===== src/hw/rtl/sst_ram.sv =====
`timescale 1ns / 1ps
// Generic simple dual-port RAM: one write port, one read port, registered read.
// Depends on nothing.
module sst_ram #(
  parameter int unsigned Width = 8,
  parameter int unsigned Depth = 16
) (
  input  logic                     clk_i,
  input  logic                     we_i,
  input  logic [$clog2(Depth)-1:0] waddr_i,
  input  logic [Width-1:0]         wdata_i,
  input  logic [$clog2(Depth)-1:0] raddr_i,
  output logic [Width-1:0]         rdata_o
);

  logic [Width-1:0] mem_q [Depth];
  logic [Width-1:0] rdata_q;

  always_ff @(posedge clk_i) begin
    if (we_i) begin
      mem_q[waddr_i] <= wdata_i;
    end
    rdata_q <= mem_q[raddr_i];
  end

  assign rdata_o = rdata_q;

endmodule


===== config.mk =====
export PLATFORM = sky130hd
export DESIGN_NAME = sst_ram
export DESIGN_NICKNAME = d
export VERILOG_FILES = /design/src/hw/rtl/sst_ram.sv
export SDC_FILE = /design/constraint.sdc
export NUM_CORES = 1
export LEC_CHECK = 0
export BUFFER_PORTS_ARGS = -buffer_cell sky130_fd_sc_hd__buf_4
export CAP_MARGIN = 10
export CORE_MARGIN = 2
export CORE_UTILIZATION = 45
export CTS_BUF_LIST = sky130_fd_sc_hd__clkbuf_4 sky130_fd_sc_hd__clkbuf_8
export DETAILED_ROUTE_END_ITERATION = 6
export GPL_TIMING_DRIVEN = 0
export HOLD_SLACK_MARGIN = 0.02
export SETUP_SLACK_MARGIN = 0.5
export SLEW_MARGIN = 20
export SYNTH_ARGS = -nofsm -noshare
export SYNTH_HDL_FRONTEND = slang
export SYNTH_SLANG_ARGS = --single-unit

===== constraint.sdc =====
create_clock -name clk_i -period 2.29 [get_ports clk_i]
set_input_delay 0.458 -clock clk_i [delete_from_list [all_inputs] [get_ports clk_i]]
set_output_delay 0.458 -clock clk_i [all_outputs]
set_load 0.01 [all_outputs]

# == Yosys cells after proc, flatten, opt, wreduce, memory -nomap -nowiden ==
# Memory sizes are Yosys's and may differ from the RTL's. A register that Yosys moved wholly into a read port is not among the register bits.
# Index checks and enable logic that the tools add are counted.
# word_totals
regBits,0
ramBits,128
inputBits,18
out_inout_bits,8
elab_cells,3
mem_count,1
# memory_table
memory,depth,word_bits,rd,rd_clocked_by_memory_dff,wr,line,rtl
mem_q,16,8,1,1,1,16,logic [Width-1:0] mem_q [Depth];
# op_classes
n_mux,2
# ops
cell,count
1-bit 2-to-1 mux,2

# == Longest topological paths before layout ==
# logic_depth
word_depth,2
depth_mapped,5
depth_no_buf,3

# == Least setup slack after synthesis ==
# No wires, ideal clock.
# synth_path
path_kind,input to register
from,input port waddr_i[2]
to,memory mem_q[0][0] (enable)
setup_ps,383
arrival_time_ps,1568
required_ps,1907
setup_slack_ps,339
path_stages,2
n_path_buf,0
cell_sequence,or3b_2 -> nor3_1
# synth_rtl
element,line,rtl
start: declaration,10,"input logic [$clog2(Depth)-1:0] waddr_i,"
end: declaration,16,
# No word-level cell before the write port.

# == Worst setup path after layout ==
# layout_path
from,input port waddr_i[2]
to,memory mem_q[2][4] (enable)
# No word-level cell before the write port.

==> summary.txt <==
Outcome
  – Run status: finished clean

Setup path
  – Number of buffers and inverters on the critical path: 1
  – Worst Setup Path Type: primary input to flip-flop
  – Critical Path Source Type: primary input
  – Worst path max stage delay: 0.65 ns
  – Data arrival time of the worst path: about 1.8 ns
  – Worst setup EP type: flip-flop
  – Cells traversed along the worst timing path: buf_4, or3b_2, nor2_1
  – Required time at the endpoint of the critical path: approximately 2.3 ns
  – Reg2reg setup slack: about 0.9 ns
  – Critical-path maximum fanout: 8
  – Largest delay share family, worst path: simple AND/OR/NAND/NOR gates
  – Library cell contributing the largest single delay on the critical path: nor2_1

Die
  – Die area: between 10000 and 15000 µm²
  – Std-Cell Core Area: about 11000 µm²
  – Die outline height: ~110 µm
  – Placement Rows: 39
  – Starting utilization of the core area: 0.4567
  – Die width: ~110 µm
  – I/O pins: 26

Synth
  – Mapped Cells: ~230
  – Share of the synthesized area in the top cell type: 0.7467
  – Sequential element share of the synthesized area: 0.7778
  – Synthesized cell area: ~5100 µm²
  – Post-synthesis average cell area: about 22 µm²
  – Cell type contributing the most total cell area after synthesis: edfxtp_1
  – Synth Register Bits: roughly 140
  – Count of different cell masters after synthesis: 19
  – Syn. warnings: 0
  – Synth Net Count: 247
  – Most area-consuming cells after synthesis: edfxtp_1 (75%), mux4_2 (7.9%), mux4_1 (7.1%)

STA
  – Max-slew violation count: 0
  – Min Tclk post-route: ~1.7 ns
  – Max Clk Rate: 583.6 MHz
  – Portion of the clock cycle consumed by the worst path in the final layout: 0.7483
  – Final hold violations: 0
  – Final clock skew: between 0.009 and 0.01 ns
  – Final setup viols: 0
  – Setup tns final: 0 ns
  – RSZ-0062 raised after global routing: no
  – Actual slew at the worst max-slew pin: 0.8379 ns
  – Slew headroom: 0.4393

Global routing
  – Vias in the first global route: roughly 2400
  – Remaining Overflow, GRT: 0
  – Initial antenna violation count: 0
  – Pin count of the biggest net entering global routing: 17
  – First-pass GRT wire length: ~15000 µm
  – Total track usage: 0.1690

Power and ir drop
  – Power per unit of standard cell area: 861.6 nW/µm²
  – Design Power: ~5.1 mW
  – Leakage power total: around 2 nW
  – IR Drop Worst-Case VDD: between 0.0003 and 0.0004 V

Placed design
  – PortBufs: 24
  – Cell Count Post-Placement: 396
  – HPWL after DPL: approximately 6000 µm
  – Routability Congestion: ~0.76

Final layout
  – Number of nets in the layout: 290
  – Most frequent cells in the layout: edfxtp_1 (128), buf_4 (25), clkbuf_8 (21)
  – Proportion of layout cells with a drive suffix above 1: 0.3088
  – Finished Layout Cells: 428
  – Antenna diodes: 0
  – Synth-to-layout area growth: 15.63%
  – Commonest non-fill, non-tap cell in the layout: edfxtp_1

Clock tree
  – Count of H-tree levels built during CTS: 4
  – Number of setup buffers added after CTS: 0
  – CTS sink count: 136
  – Clock Pin Slew Worst Setup and Hold Paths: approximately 0.07 ns
  – Clk root buf: clkbuf_8
  – Cts bufs inserted: 17
  – Maximum buffer depth of the clock tree: 2
  – Post-cts resize count: 0
  – CTS tree: done
  – Number of buffers inserted for hold repair after clock tree synthesis: 0
  – Clock latency of the later-clocked register in the worst-skew pair: approximately 0.42 ns

Worst hold path
  – Class of the worst hold path: primary input to flip-flop

Drt
  – DRC violation total after the first TritonRoute iteration: approximately 120
  – Count of unresolved DRC violations after routing: 0
  – DR vias: around 2300
  – Total detailed-routing wirelength: 9540 µm
  – Count of TritonRoute iterations in the first routing pass: 5
  – Number of vias per cell after detailed routing: 5.390
  – Antenna violation net count after detailed routing: 0
  – Routed wire length per instance: about 22 µm

Flow run
  – # Max-Cap Violations: 0
-- flip-flops by register name (all words and copies together), names as in the netlist --
name	flops
mem_q	128
rdata_o	8
-- stage by stage --
| step | setup WS, ns | hold WS (ns) | util | instance area (µm²) |
|---|---|---|---|---|
| 2_1_floorplan | 0.5659 | 0.5569 | - | 5152 |
| 3_3_place_gp | -0.01227 | 0.6561 | 0.4890 | 5512 |
| 3_5_place_dp | 0.1130 | 0.6730 | 0.4903 | 5527 |
| 4_1_cts | 0.5681 | 0.3530 | 0.5280 | 5952 |
| 5_1_grt | 0.5175 | 0.3520 | 0.5280 | 5952 |
| 6_report | 0.5764 | 0.3675 | 0.5280 | 5952 |
-- cell usage after synthesis --
library cell and instances:
edfxtp_1 128, mux4_2 18, a22oi_1 16, mux4_1 14, nor2_1 13, nand2_1 9, dfxtp_1 8, nor3_1 4
buf_2 3, buf_6 3, clkdlybuf4s25_2 3, nand2b_1 2, nand3b_1 2, and2_1 1, and2b_1 1, buf_4 1
nand3_1 1, nor2b_1 1, or3b_2 1
-- cell families after synthesis --
group,Yosys count,share of synthesized area
multiplexers,32,0.1502
buffers and inverters,10,0.01677
AO/OA/AOI/OAI,16,0.02334
flip-flops,136,0.7778
AND/OR/NAND/NOR,35,0.03184
-- power breakdown --
part | leakage [nW] | switching, mW | internal (mW)
Sequential | 1.22 | 0.0124 | 2.78
Clock | 0.220 | 0.843 | 1.21
Combinational | 0.539 | 0.158 | 0.128
Total | 1.98 | 1.01 | 4.12
-- worst reg2reg max path: cells and delay by family, from the launching register on --
family | cells | cell delay, ns
compound gates | 1 | 0.28
flops | 1 | 0.37
mux | 1 | 0.49
simple gates | 1 | 0.12
-- cell type report --
| class | instances | area, µm² |
|---|---|---|
| plain buffers | 10 | 86.33 |
| clock buffers | 23 | 304.0 |
| clock inverters | 9 | 121.4 |
| fillers | 880 | 5320 |
| multi-input cells | 83 | 1077 |
| flip-flops and latches | 136 | 4004 |
| well taps | 143 | 178.9 |
| repair buffers | 24 | 180.2 |
-- path summary, 6_finish.rpt --
path	startpoint	depth (start not counted)	end
setup / recovery	waddr_i[2]	3	mem_q[2][4]
hold / removal	wdata_i[5]	1	mem_q[5][5]
setup reg to reg	mem_q[4][4]	3	rdata_o[4]
hold reg to reg	mem_q[8][5]	3	rdata_o[5]
-- per-layer routing --
layer / GRT usage / wire, µm / part of all wire / vias to the layer above
met4: 0.05250 / 102 / 0.011 / 0
met2: 0.2564 / 4644 / 0.49 / 60
li1: - / - / - / 1055
met1: 0.2373 / 4247 / 0.45 / 1186
met5: 0 / 0 / 0 / -
met3: 0.05358 / 547 / 0.057 / 6
(Power assumes the default switching activity.)
