`src/hw/rtl/sst_pkg.sv`:
```
`timescale 1ns / 1ps
// Shared types and constants for the sorted score table.
// Depends on nothing; used by the sequencer, the top level and the checker.
package sst_pkg;

  localparam int unsigned NameW  = 64;
  localparam int unsigned ScoreW = 32;
  localparam int unsigned PosW   = 9;
  localparam int unsigned TotalW = 40;
  localparam int unsigned CapW   = 9;

  localparam logic [CapW-1:0] CapResetVal = 9'd256;

  typedef enum logic [1:0] {
    CMD_INSERT = 2'd0,
    CMD_REMOVE = 2'd1,
    CMD_FIND   = 2'd2,
    CMD_SUM    = 2'd3
  } cmd_e;

  typedef enum logic [1:0] {
    ST_OK        = 2'd0,
    ST_FULL      = 2'd1,
    ST_NOT_FOUND = 2'd2
  } status_e;

  typedef enum logic [10:0] {
    S_IDLE      = 11'b000_0000_0001,
    S_INS_START = 11'b000_0000_0010,
    S_INS_CMP   = 11'b000_0000_0100,
    S_INS_PUT   = 11'b000_0000_1000,
    S_RM_START  = 11'b000_0001_0000,
    S_RM_SCAN   = 11'b000_0010_0000,
    S_RM_SHIFT  = 11'b000_0100_0000,
    S_FD_RD     = 11'b000_1000_0000,
    S_FD_CMP    = 11'b001_0000_0000,
    S_SUM_START = 11'b010_0000_0000,
    S_SUM_ACC   = 11'b100_0000_0000
  } state_e;

  // One table entry as it is stored in the memory.
  typedef struct packed {
    logic [NameW-1:0]         name;
    logic signed [ScoreW-1:0] score;
  } entry_t;

  localparam int unsigned EntryW = $bits(entry_t);

  // Result of one item, handed from the sequencer to the output register.
  typedef struct packed {
    status_e                  status;
    logic [PosW-1:0]          position;
    logic signed [TotalW-1:0] total;
    logic [PosW-1:0]          entry_count;
  } result_t;

endpackage

```
`src/hw/rtl/sst_seq.sv`:
```
`timescale 1ns / 1ps
// Command sequencer of the sorted score table: walks the entry memory for
// insert, remove, find and sum. Depends on sst_pkg.
module sst_seq #(
  parameter int unsigned MaxEntries = 256
) (
  input  logic                         clk_i,
  input  logic                         rst_ni,
  input  logic                         start_i,
  input  sst_pkg::cmd_e                cmd_i,
  input  logic [sst_pkg::NameW-1:0]    name_key_i,
  input  logic signed [sst_pkg::ScoreW-1:0] score_i,
  input  logic [sst_pkg::CapW-1:0]     capacity_i,
  output logic                         busy_o,
  output logic                         done_o,
  output sst_pkg::result_t             result_o,
  output logic                         mem_we_o,
  output logic [$clog2(MaxEntries)-1:0] mem_waddr_o,
  output logic [sst_pkg::EntryW-1:0]   mem_wdata_o,
  output logic [$clog2(MaxEntries)-1:0] mem_raddr_o,
  input  logic [sst_pkg::EntryW-1:0]   mem_rdata_i
);

  localparam int unsigned AW = $clog2(MaxEntries);
  localparam int unsigned CW = $clog2(MaxEntries + 1);
  localparam int unsigned LW = (CW > sst_pkg::CapW) ? CW : sst_pkg::CapW;

  sst_pkg::state_e state_q, state_d;
  logic [sst_pkg::NameW-1:0]         key_q, key_d;
  logic signed [sst_pkg::ScoreW-1:0] score_q, score_d;
  logic [CW-1:0]                     count_q, count_d;
  logic [CW-1:0]                     idx_q, idx_d;
  logic [CW-1:0]                     hi_q, hi_d;
  logic [AW-1:0]                     mid_q, mid_d;
  logic signed [sst_pkg::TotalW-1:0] acc_q, acc_d;

  sst_pkg::entry_t  rd_entry;
  sst_pkg::entry_t  new_entry;
  sst_pkg::result_t res;
  logic             full;
  logic [CW:0]      mid_sum;
  logic signed [sst_pkg::TotalW-1:0] score_ext;

  assign rd_entry  = sst_pkg::entry_t'(mem_rdata_i);
  assign new_entry = '{name: key_q, score: score_q};
  assign full      = (LW'(count_q) >= LW'(capacity_i)) || (count_q >= CW'(MaxEntries));
  assign mid_sum   = {1'b0, idx_q} + {1'b0, hi_q} - 1'b1;
  assign score_ext = {{(sst_pkg::TotalW - sst_pkg::ScoreW){rd_entry.score[sst_pkg::ScoreW-1]}},
                      rd_entry.score};

  always_comb begin
    state_d      = state_q;
    key_d        = key_q;
    score_d      = score_q;
    count_d      = count_q;
    idx_d        = idx_q;
    hi_d         = hi_q;
    mid_d        = mid_q;
    acc_d        = acc_q;
    mem_we_o     = 1'b0;
    mem_waddr_o  = AW'(idx_q);
    mem_wdata_o  = new_entry;
    mem_raddr_o  = '0;
    done_o       = 1'b0;
    res.status   = sst_pkg::ST_OK;
    res.position = '0;
    res.total    = '0;

    case (state_q)
      sst_pkg::S_IDLE: begin
        if (start_i) begin
          key_d   = name_key_i;
          score_d = score_i;
          idx_d   = '0;
          hi_d    = count_q;
          acc_d   = '0;
          case (cmd_i)
            sst_pkg::CMD_INSERT: state_d = sst_pkg::S_INS_START;
            sst_pkg::CMD_REMOVE: state_d = sst_pkg::S_RM_START;
            sst_pkg::CMD_FIND:   state_d = sst_pkg::S_FD_RD;
            sst_pkg::CMD_SUM:    state_d = sst_pkg::S_SUM_START;
            default:             state_d = sst_pkg::S_IDLE;
          endcase
        end
      end

      sst_pkg::S_INS_START: begin
        if (full) begin
          res.status = sst_pkg::ST_FULL;
          done_o     = 1'b1;
          state_d    = sst_pkg::S_IDLE;
        end else if (count_q == '0) begin
          idx_d   = '0;
          state_d = sst_pkg::S_INS_PUT;
        end else begin
          idx_d       = count_q;
          mem_raddr_o = AW'(count_q - 1'b1);
          state_d     = sst_pkg::S_INS_CMP;
        end
      end

      // Read data holds the entry just above the hole at idx.
      sst_pkg::S_INS_CMP: begin
        if (score_q > rd_entry.score) begin
          mem_we_o    = 1'b1;
          mem_waddr_o = AW'(idx_q);
          mem_wdata_o = rd_entry;
          idx_d       = idx_q - 1'b1;
          if (idx_q != CW'(1)) begin
            mem_raddr_o = AW'(idx_q - CW'(2));
          end else begin
            state_d = sst_pkg::S_INS_PUT;
          end
        end else begin
          mem_we_o     = 1'b1;
          mem_waddr_o  = AW'(idx_q);
          count_d      = count_q + 1'b1;
          res.position = sst_pkg::PosW'(idx_q + 1);
          done_o       = 1'b1;
          state_d      = sst_pkg::S_IDLE;
        end
      end

      sst_pkg::S_INS_PUT: begin
        mem_we_o     = 1'b1;
        mem_waddr_o  = AW'(idx_q);
        count_d      = count_q + 1'b1;
        res.position = sst_pkg::PosW'(idx_q + 1);
        done_o       = 1'b1;
        state_d      = sst_pkg::S_IDLE;
      end

      sst_pkg::S_RM_START: begin
        if (count_q == '0) begin
          res.status = sst_pkg::ST_NOT_FOUND;
          done_o     = 1'b1;
          state_d    = sst_pkg::S_IDLE;
        end else begin
          mem_raddr_o = '0;
          idx_d       = '0;
          state_d     = sst_pkg::S_RM_SCAN;
        end
      end

      // Read data holds entry idx; the next entry is fetched ahead.
      sst_pkg::S_RM_SCAN: begin
        mem_raddr_o = AW'(idx_q + 1'b1);
        if (rd_entry.name == key_q) begin
          res.position = sst_pkg::PosW'(idx_q + 1);
          if (CW'(idx_q + 1'b1) < count_q) begin
            // The removed position is kept in hi while the tail moves up.
            hi_d    = CW'(idx_q + 1'b1);
            state_d = sst_pkg::S_RM_SHIFT;
          end else begin
            count_d = count_q - 1'b1;
            done_o  = 1'b1;
            state_d = sst_pkg::S_IDLE;
          end
        end else if (CW'(idx_q + 1'b1) < count_q) begin
          idx_d = idx_q + 1'b1;
        end else begin
          res.status = sst_pkg::ST_NOT_FOUND;
          done_o     = 1'b1;
          state_d    = sst_pkg::S_IDLE;
        end
      end

      // Read data holds entry idx+1, which moves up into idx.
      sst_pkg::S_RM_SHIFT: begin
        mem_we_o    = 1'b1;
        mem_waddr_o = AW'(idx_q);
        mem_wdata_o = rd_entry;
        mem_raddr_o = AW'(idx_q + CW'(2));
        idx_d       = idx_q + 1'b1;
        if (CW'(idx_q + CW'(2)) >= count_q) begin
          count_d      = count_q - 1'b1;
          res.position = sst_pkg::PosW'(hi_q);
          done_o       = 1'b1;
          state_d      = sst_pkg::S_IDLE;
        end
      end

      // Binary search over [idx, hi); idx is the low bound.
      sst_pkg::S_FD_RD: begin
        if (idx_q < hi_q) begin
          mid_d       = AW'(mid_sum >> 1);
          mem_raddr_o = AW'(mid_sum >> 1);
          state_d     = sst_pkg::S_FD_CMP;
        end else begin
          res.status = sst_pkg::ST_NOT_FOUND;
          done_o     = 1'b1;
          state_d    = sst_pkg::S_IDLE;
        end
      end

      sst_pkg::S_FD_CMP: begin
        if (score_q == rd_entry.score) begin
          res.position = sst_pkg::PosW'(mid_q + 1);
          done_o       = 1'b1;
          state_d      = sst_pkg::S_IDLE;
        end else begin
          if (score_q < rd_entry.score) begin
            idx_d = CW'(mid_q) + 1'b1;
          end else begin
            hi_d = CW'(mid_q);
          end
          state_d = sst_pkg::S_FD_RD;
        end
      end

      sst_pkg::S_SUM_START: begin
        if (count_q == '0) begin
          done_o  = 1'b1;
          state_d = sst_pkg::S_IDLE;
        end else begin
          mem_raddr_o = '0;
          idx_d       = '0;
          state_d     = sst_pkg::S_SUM_ACC;
        end
      end

      sst_pkg::S_SUM_ACC: begin
        acc_d       = acc_q + score_ext;
        mem_raddr_o = AW'(idx_q + 1'b1);
        if (CW'(idx_q + 1'b1) < count_q) begin
          idx_d = idx_q + 1'b1;
        end else begin
          res.total = acc_q + score_ext;
          done_o    = 1'b1;
          state_d   = sst_pkg::S_IDLE;
        end
      end

      default: begin
        state_d = sst_pkg::S_IDLE;
      end
    endcase

    res.entry_count = sst_pkg::PosW'(count_d);
  end

  always_ff @(posedge clk_i or negedge rst_ni) begin
    if (!rst_ni) begin
      state_q <= sst_pkg::S_IDLE;
      count_q <= '0;
    end else begin
      state_q <= state_d;
      count_q <= count_d;
    end
  end

  always_ff @(posedge clk_i) begin
    key_q   <= key_d;
    score_q <= score_d;
    idx_q   <= idx_d;
    hi_q    <= hi_d;
    mid_q   <= mid_d;
    acc_q   <= acc_d;
  end

  assign busy_o   = (state_q != sst_pkg::S_IDLE);
  assign result_o = res;

endmodule

```
`config.mk`:
```
export PLATFORM = sky130hd
export DESIGN_NAME = sst_seq
export DESIGN_NICKNAME = d
export VERILOG_FILES = /design/src/hw/rtl/sst_pkg.sv /design/src/hw/rtl/sst_seq.sv
export SDC_FILE = /design/constraint.sdc
export NUM_CORES = 1
export LEC_CHECK = 0
export BUFFER_PORTS_ARGS = -buffer_cell sky130_fd_sc_hd__buf_2
export CAP_MARGIN = 20
export CORE_MARGIN = 5
export CORE_UTILIZATION = 54
export CTS_CLUSTER_SIZE = 16
export DETAILED_ROUTE_END_ITERATION = 8
export PLACE_DENSITY_LB_ADDON = 0.05
export REMOVE_ABC_BUFFERS = 1
export SLEW_MARGIN = 20
export SYNTH_ARGS = -nofsm -noshare
export SYNTH_HDL_FRONTEND = slang
export SYNTH_SLANG_ARGS = --single-unit
```
`constraint.sdc`:
```
create_clock -name clk_i -period 6.5 [get_ports clk_i]
set_clock_uncertainty 0.05 [all_clocks]
set_input_delay 0.65 -clock clk_i [delete_from_list [all_inputs] [get_ports clk_i]]
set_output_delay 0.65 -clock clk_i [all_outputs]
set_load 0.005 [all_outputs]
```
* Yosys cells after proc, flatten, opt, wreduce, memory -nomap -nowiden
Index checks and enable logic that the tools add are counted.
Cells by class: add/subtract/negate cells 12, multipliers 0, divide/modulo/power cells 0, order comparisons 7, equality and inequality tests 30, shifts and indexed selects 0, multiplexer cells 68, bitwise logic cells 0, reductions and logical operators 15
Operators with widths (number):
- 9-bit two-way mux | 23
- 96-bit case mux with 2 select lines | 1
- 40-bit two-way mux | 3
- 11-bit case mux with 10 select lines | 1
- 96-bit two-way mux | 1
- 40-bit case mux with 2 select lines | 1
- 11-bit two-way mux | 7
- 9-bit case mux with 8 select lines | 1
- 64-bit == test | 1
- 8-bit two-way mux | 6
- 9-bit case mux with 5 select lines | 1
- 11-bit case mux with 4 select lines | 1
- 40-bit by 32-bit adder with 40-bit output | 1
- 8-bit case mux with 5 select lines | 1
- 9-bit case mux with 4 select lines | 1
- 32-bit == test | 1
- 32-bit greater-than comparator | 1
- 32-bit < comparator | 1
- 9-bit by 1-bit adder with 9-bit output, second input constant | 3
- 9-bit case mux with 3 select lines | 1
- 9-bit by 1-bit subtractor with 9-bit output, second input constant | 3
- 2-bit inequality test, second input constant | 11
- 8-bit by 1-bit adder with 9-bit output, second input constant | 2
- 9-bit >= comparator | 2
- 40 further kinds | 57
Word-level totals: bits in registers 182, bits in latches 0, RAM bits 0, bits in read-only memories 0, input port bits 206, output and inout bits 175, word-level logic and storage cells 140, memories 0

* Depth between registers and ports, before layout
depth after elaboration 5, gate-level depth with buffers 16, gate-level depth less buffers 15

* Worst setup path before layout
OpenSTA, ideal clock, no wires.
kind reg2reg, start point register state_q[7], end point register acc_q[0] (netlist bit) (enable), setup time 0.379 ns, data arrival time 4.490 ns, required time 6.071 ns, path slack 1.581 ns, stages on the path, launching flop included 6, buffers on the path 0, period minus slack after synthesis 4.919 ns, path through dfrtp_1 -> nor4_4 -> nand3_1 -> nor3b_1 -> and2_1 -> or2_2
On the way: word-level cells in the longest chain between the ends 3, elaborated cells between the ends (all ways) 5, classes of those cells 3 x eq/ne; 2 x reduce/logical
RTL lines:
- from (decl) | RTL line sst_seq.sv:28 | sst_pkg::state_e state_q, state_d;
- from (signal assigned) | RTL line sst_seq.sv:244 | state_q <= sst_pkg::S_IDLE;
- from (signal assigned) | RTL line sst_seq.sv:247 | state_q <= state_d;
- 11-bit by 1-bit == test with 1-bit output or 11-bit == test (tied branches) | RTL line sst_seq.sv:69 | case (state_q)
- 2-bit inequality test (no line) or 2-bit nonzero test (tied branches)
- 2-bit AND reduction (no line) (*)
- to (signal assigned) | RTL line sst_seq.sv:258 | acc_q <= acc_d;
- to (decl) | RTL line sst_seq.sv:35 | logic signed [sst_pkg::TotalW-1:0] acc_q, acc_d;
Every way passes the cells marked *; elsewhere a longest branch is shown, timed or not. A chain may end at the register's enable or synchronous reset.

==> qor.csv <==
stage;metric;value;unit
run_status;outcome;complete, no violations;
sta;drv_slew;0;
final_layout;seqCellArea;0.005366;mm2
drt;drc_errors;0;
floorplan;core-area;0.02591;mm2
grt;grt_util_all_layers;29.20;%
critical_path;crit_path_top_delay_cell;nand2b_1;
critical_path;cp_cell_sequence;ha_1 -> nand3_1 -> nor2_1 -> xnor2_1 -> inv_1 -> ha_1 -> a211oi_1 -> nand2_1 -> a31oi_1 -> o21a_1 -> buf_4 -> nand2b_1 -> nor2_1 -> buf_2;
clock_network;cts_htree_levels;4;
clock_network;cts_buffers;17;
clock_network;path_clk_slew;0.08;ns
worst_hold_path;hp-class;in -> async;
power_and_ir_drop;ir_drop;386.2;uV
final_layout;multiInputGateArea;0.008040;mm2
clock_network;cts_sinks;182;
synth;netlist_area;0.01411;mm2
drt;totalWireLength;43730;um
critical_path;regToRegStartpoint;idx_q[0];
clock_network;clockRootBuffer;clkbuf_16;
critical_path;crit_arrival;4.50;ns
synth;ys_warn_count;0;
flow_run;maxCapViolCount;0;
synth;syn_area_per_cell;9.668;um2
drt;via_per_inst;5.782;
clock_network;hold_buffers;0;
sta;max-slew-margin-rel;28.80;%
synth;synthArstFlopShare;10.99;%
placed_design;routabilityCongestion;0.9533;
sta;timing.hold.ws;0.1282;ns
sta;hold_viol_final;0;
synth;ys_ff_latch;182;
clock_network;cts_tree;yes;
placed_design;hpwl;34750;um
sta;finalCriticalPeriod;5.199;ns
power_and_ir_drop;p_leak;7.671;nW
floorplan;io-pin-count;381;
synth;syn-instance-count;1460;
synth;synth-seq-area-share;38.02;%
grt;grt_pass1_wl;67390;um
grt;grt_antenna_before_repair;4;
sta;fin_setup_tns;0;ns
clock_network;clk-insertion-delay-late;0.45;ns
grt;grt_max_degree;87;
clock_network;postCtsSetupBuffers;0;
synth;ys_top_cells_by_area;edfxtp_1 34%, ha_1 11%, mux2_2 5.2%;
final_layout;final_nets;2146;
critical_path;reg2reg_to;hi_q[8];
final_layout;final_layout_size_suffix_gt1_share;28.32;%
floorplan;fp.dieH;171.7;um
sta;setup_viol;0;
grt;grt_pass1_vias;12379;
critical_path;rr_worst_depth;14;
synth;post-synth-top-area-cell;edfxtp_1;
critical_path;r2r_slack;2.22;ns
sta;fin_crit_sh;79.99;%
drt;ant_nets;0;
synth;synth_edf_count;162;
critical_path;startpoint_type;flip-flop;
critical_path;cp_slowest_stage_delay;0.75;ns
final_layout;area.growth.synth_to_final;19.34;%
placed_design;portBuffers;380;
drt;avgRoutedWirePerCell;20.24;um
drt;route.vias.total;12489;
floorplan;rows;59;
clock_network;clockBufferDepth;2;
drt;drt_iter0_markers;1098;
critical_path;required;5.80;ns
synth;synth.distinct_cells;79;
synth;synthFlopType;edfxtp_1;
sta;worst_pin_slew;1.066;ns
synth;synth_top_area_share;34.47;%
final_layout;fillerInstances;2253;
clock_network;cts-resized-gates;0;
power_and_ir_drop;power_density;426.8;mW/mm2
sta;rsz0062_at_grt;no;
sta;max_freq;192.3;MHz
floorplan;fp.dieW;171.7;um
floorplan;die_area;0.02947;mm2
floorplan;start_util;54.47;%
critical_path;end_kind;output port;
grt;grt_overflow_total;0;
drt;first_pass_iters;6;
critical_path;critPathKind;reg -> out;
critical_path;critPathMaxFanout;24;
[sequential cells by signal, summed over array words and instances, names as in the netlist]
name and count:
count_q 9, state_q 11, key_q 64, idx_q 9
acc_q 40, score_q 32, mid_q 8, hi_q 9
[worst max-delay path by stage]
stage                     from              end  slack [ns]  cells past startpoint
2_1_floorplan  mem_rdata_i[14]   mem_wdata_o[0]        0.83                      9
3_3_place_gp   mem_rdata_i[31]  mem_wdata_o[31]        1.60                     13
3_5_place_dp   mem_rdata_i[31]  mem_wdata_o[31]        1.50                     13
4_1_cts               idx_q[0]     result_o[36]        1.33                     14
5_1_grt               idx_q[0]     result_o[40]        0.90                     14
6_report              idx_q[0]     result_o[36]        1.30                     14
[critical path: cells and delay by family, from the launching register on]
kind            cells  cell delay, ns
buf+inv             3            0.64
xor+xnor            1            0.18
compound gates      3            0.65
flops               1            0.66
fa+ha+maj           2            0.58
simple gates        5            1.33
[power breakdown]
part / switching (mW) / internal (mW)
Combinational: 2.31 / 1.58
Sequential: 0.343 / 1.89
Clock: 0.550 / 0.521
Total: 3.20 / 3.99
[kinds of logic after synthesis]
| kind of cell | count (synthesis) | synth area share (%) |
|---|---|---|
| xor+xnor | 150 | 9.308 |
| flops | 182 | 38.02 |
| mux | 65 | 5.186 |
| simple gates | 441 | 15.54 |
| fa+ha+maj | 131 | 11.72 |
| compound gates | 321 | 15.10 |
| buf+inv | 170 | 5.132 |
[cell type report]
type	instances	share of cell area, %
Antenna cell	3	0.04457
Clock buffer	17	2.525
Clock inverter	15	1.018
Inverter	112	2.496
Multi-Input combinational cell	1108	47.73
Sequential cell	182	31.86
Tap cell	335	2.488
Timing Repair Buffer	388	11.84
[through the flow]
step	util [%]	instance area [um2]	cells	setup WS [ns]	power, mW
floorplan	-	13810	1402	0.8344	4.824
global placement	62.49	16190	2123	1.596	6.005
detailed placement	62.49	16190	2123	1.498	6.076
CTS	64.80	16790	2155	1.329	7.169
global route	65.01	16840	2160	0.9026	7.746
finish	65.01	16840	2160	1.301	7.189
[routing by layer]
metal / vias up / GRT usage [%] / wire (um)
met5: - / 0 / 13
met4: 2 / 8.061 / 1039
met3: 72 / 5.516 / 3460
met2: 519 / 49.86 / 21200
met1: 5887 / 38.12 / 18010
li1: 6009 / - / -
[synthesized netlist by cell type, types with 9 or more instances]
master	count
a21o_1	20
nor2b_1	27
a21oi_1	83
o211ai_1	14
buf_4	18
clkbuf_1	32
nor4_1	22
nand2_1	99
nand3_1	46
edfxtp_1	162
a31oi_1	10
a22oi_1	14
ha_1	129
and3_1	17
and2_1	12
o21bai_1	9
o21ai_0	80
dfrtp_1	19
nor3_1	27
mux2_2	65
a211oi_1	10
inv_1	112
nor2_1	126
xor2_1	83
xnor2_1	67
nand4_1	20
[layout by cell type, fill, tap and decap left out, types with 9 or more instances in the layout]
master	synthesis	final
nor2b_1	27	27
xnor2_1	67	67
xor2_1	83	83
o211ai_1	14	14
nor3_1	27	27
nand4_1	20	20
o21ai_0	80	80
nor4_1	22	22
inv_1	112	112
ha_1	129	129
a211oi_1	10	10
nor2_1	126	126
clkbuf_16	0	17
nand3_1	46	46
o21bai_1	9	9
nand2_1	99	99
dfrtp_1	19	19
mux2_2	65	65
a31oi_1	10	10
edfxtp_1	162	162
buf_2	3	380
and3_1	17	17
and2_1	12	11
a22oi_1	14	14
a21o_1	20	20
a21oi_1	83	83
(Power assumes the default switching activity.)
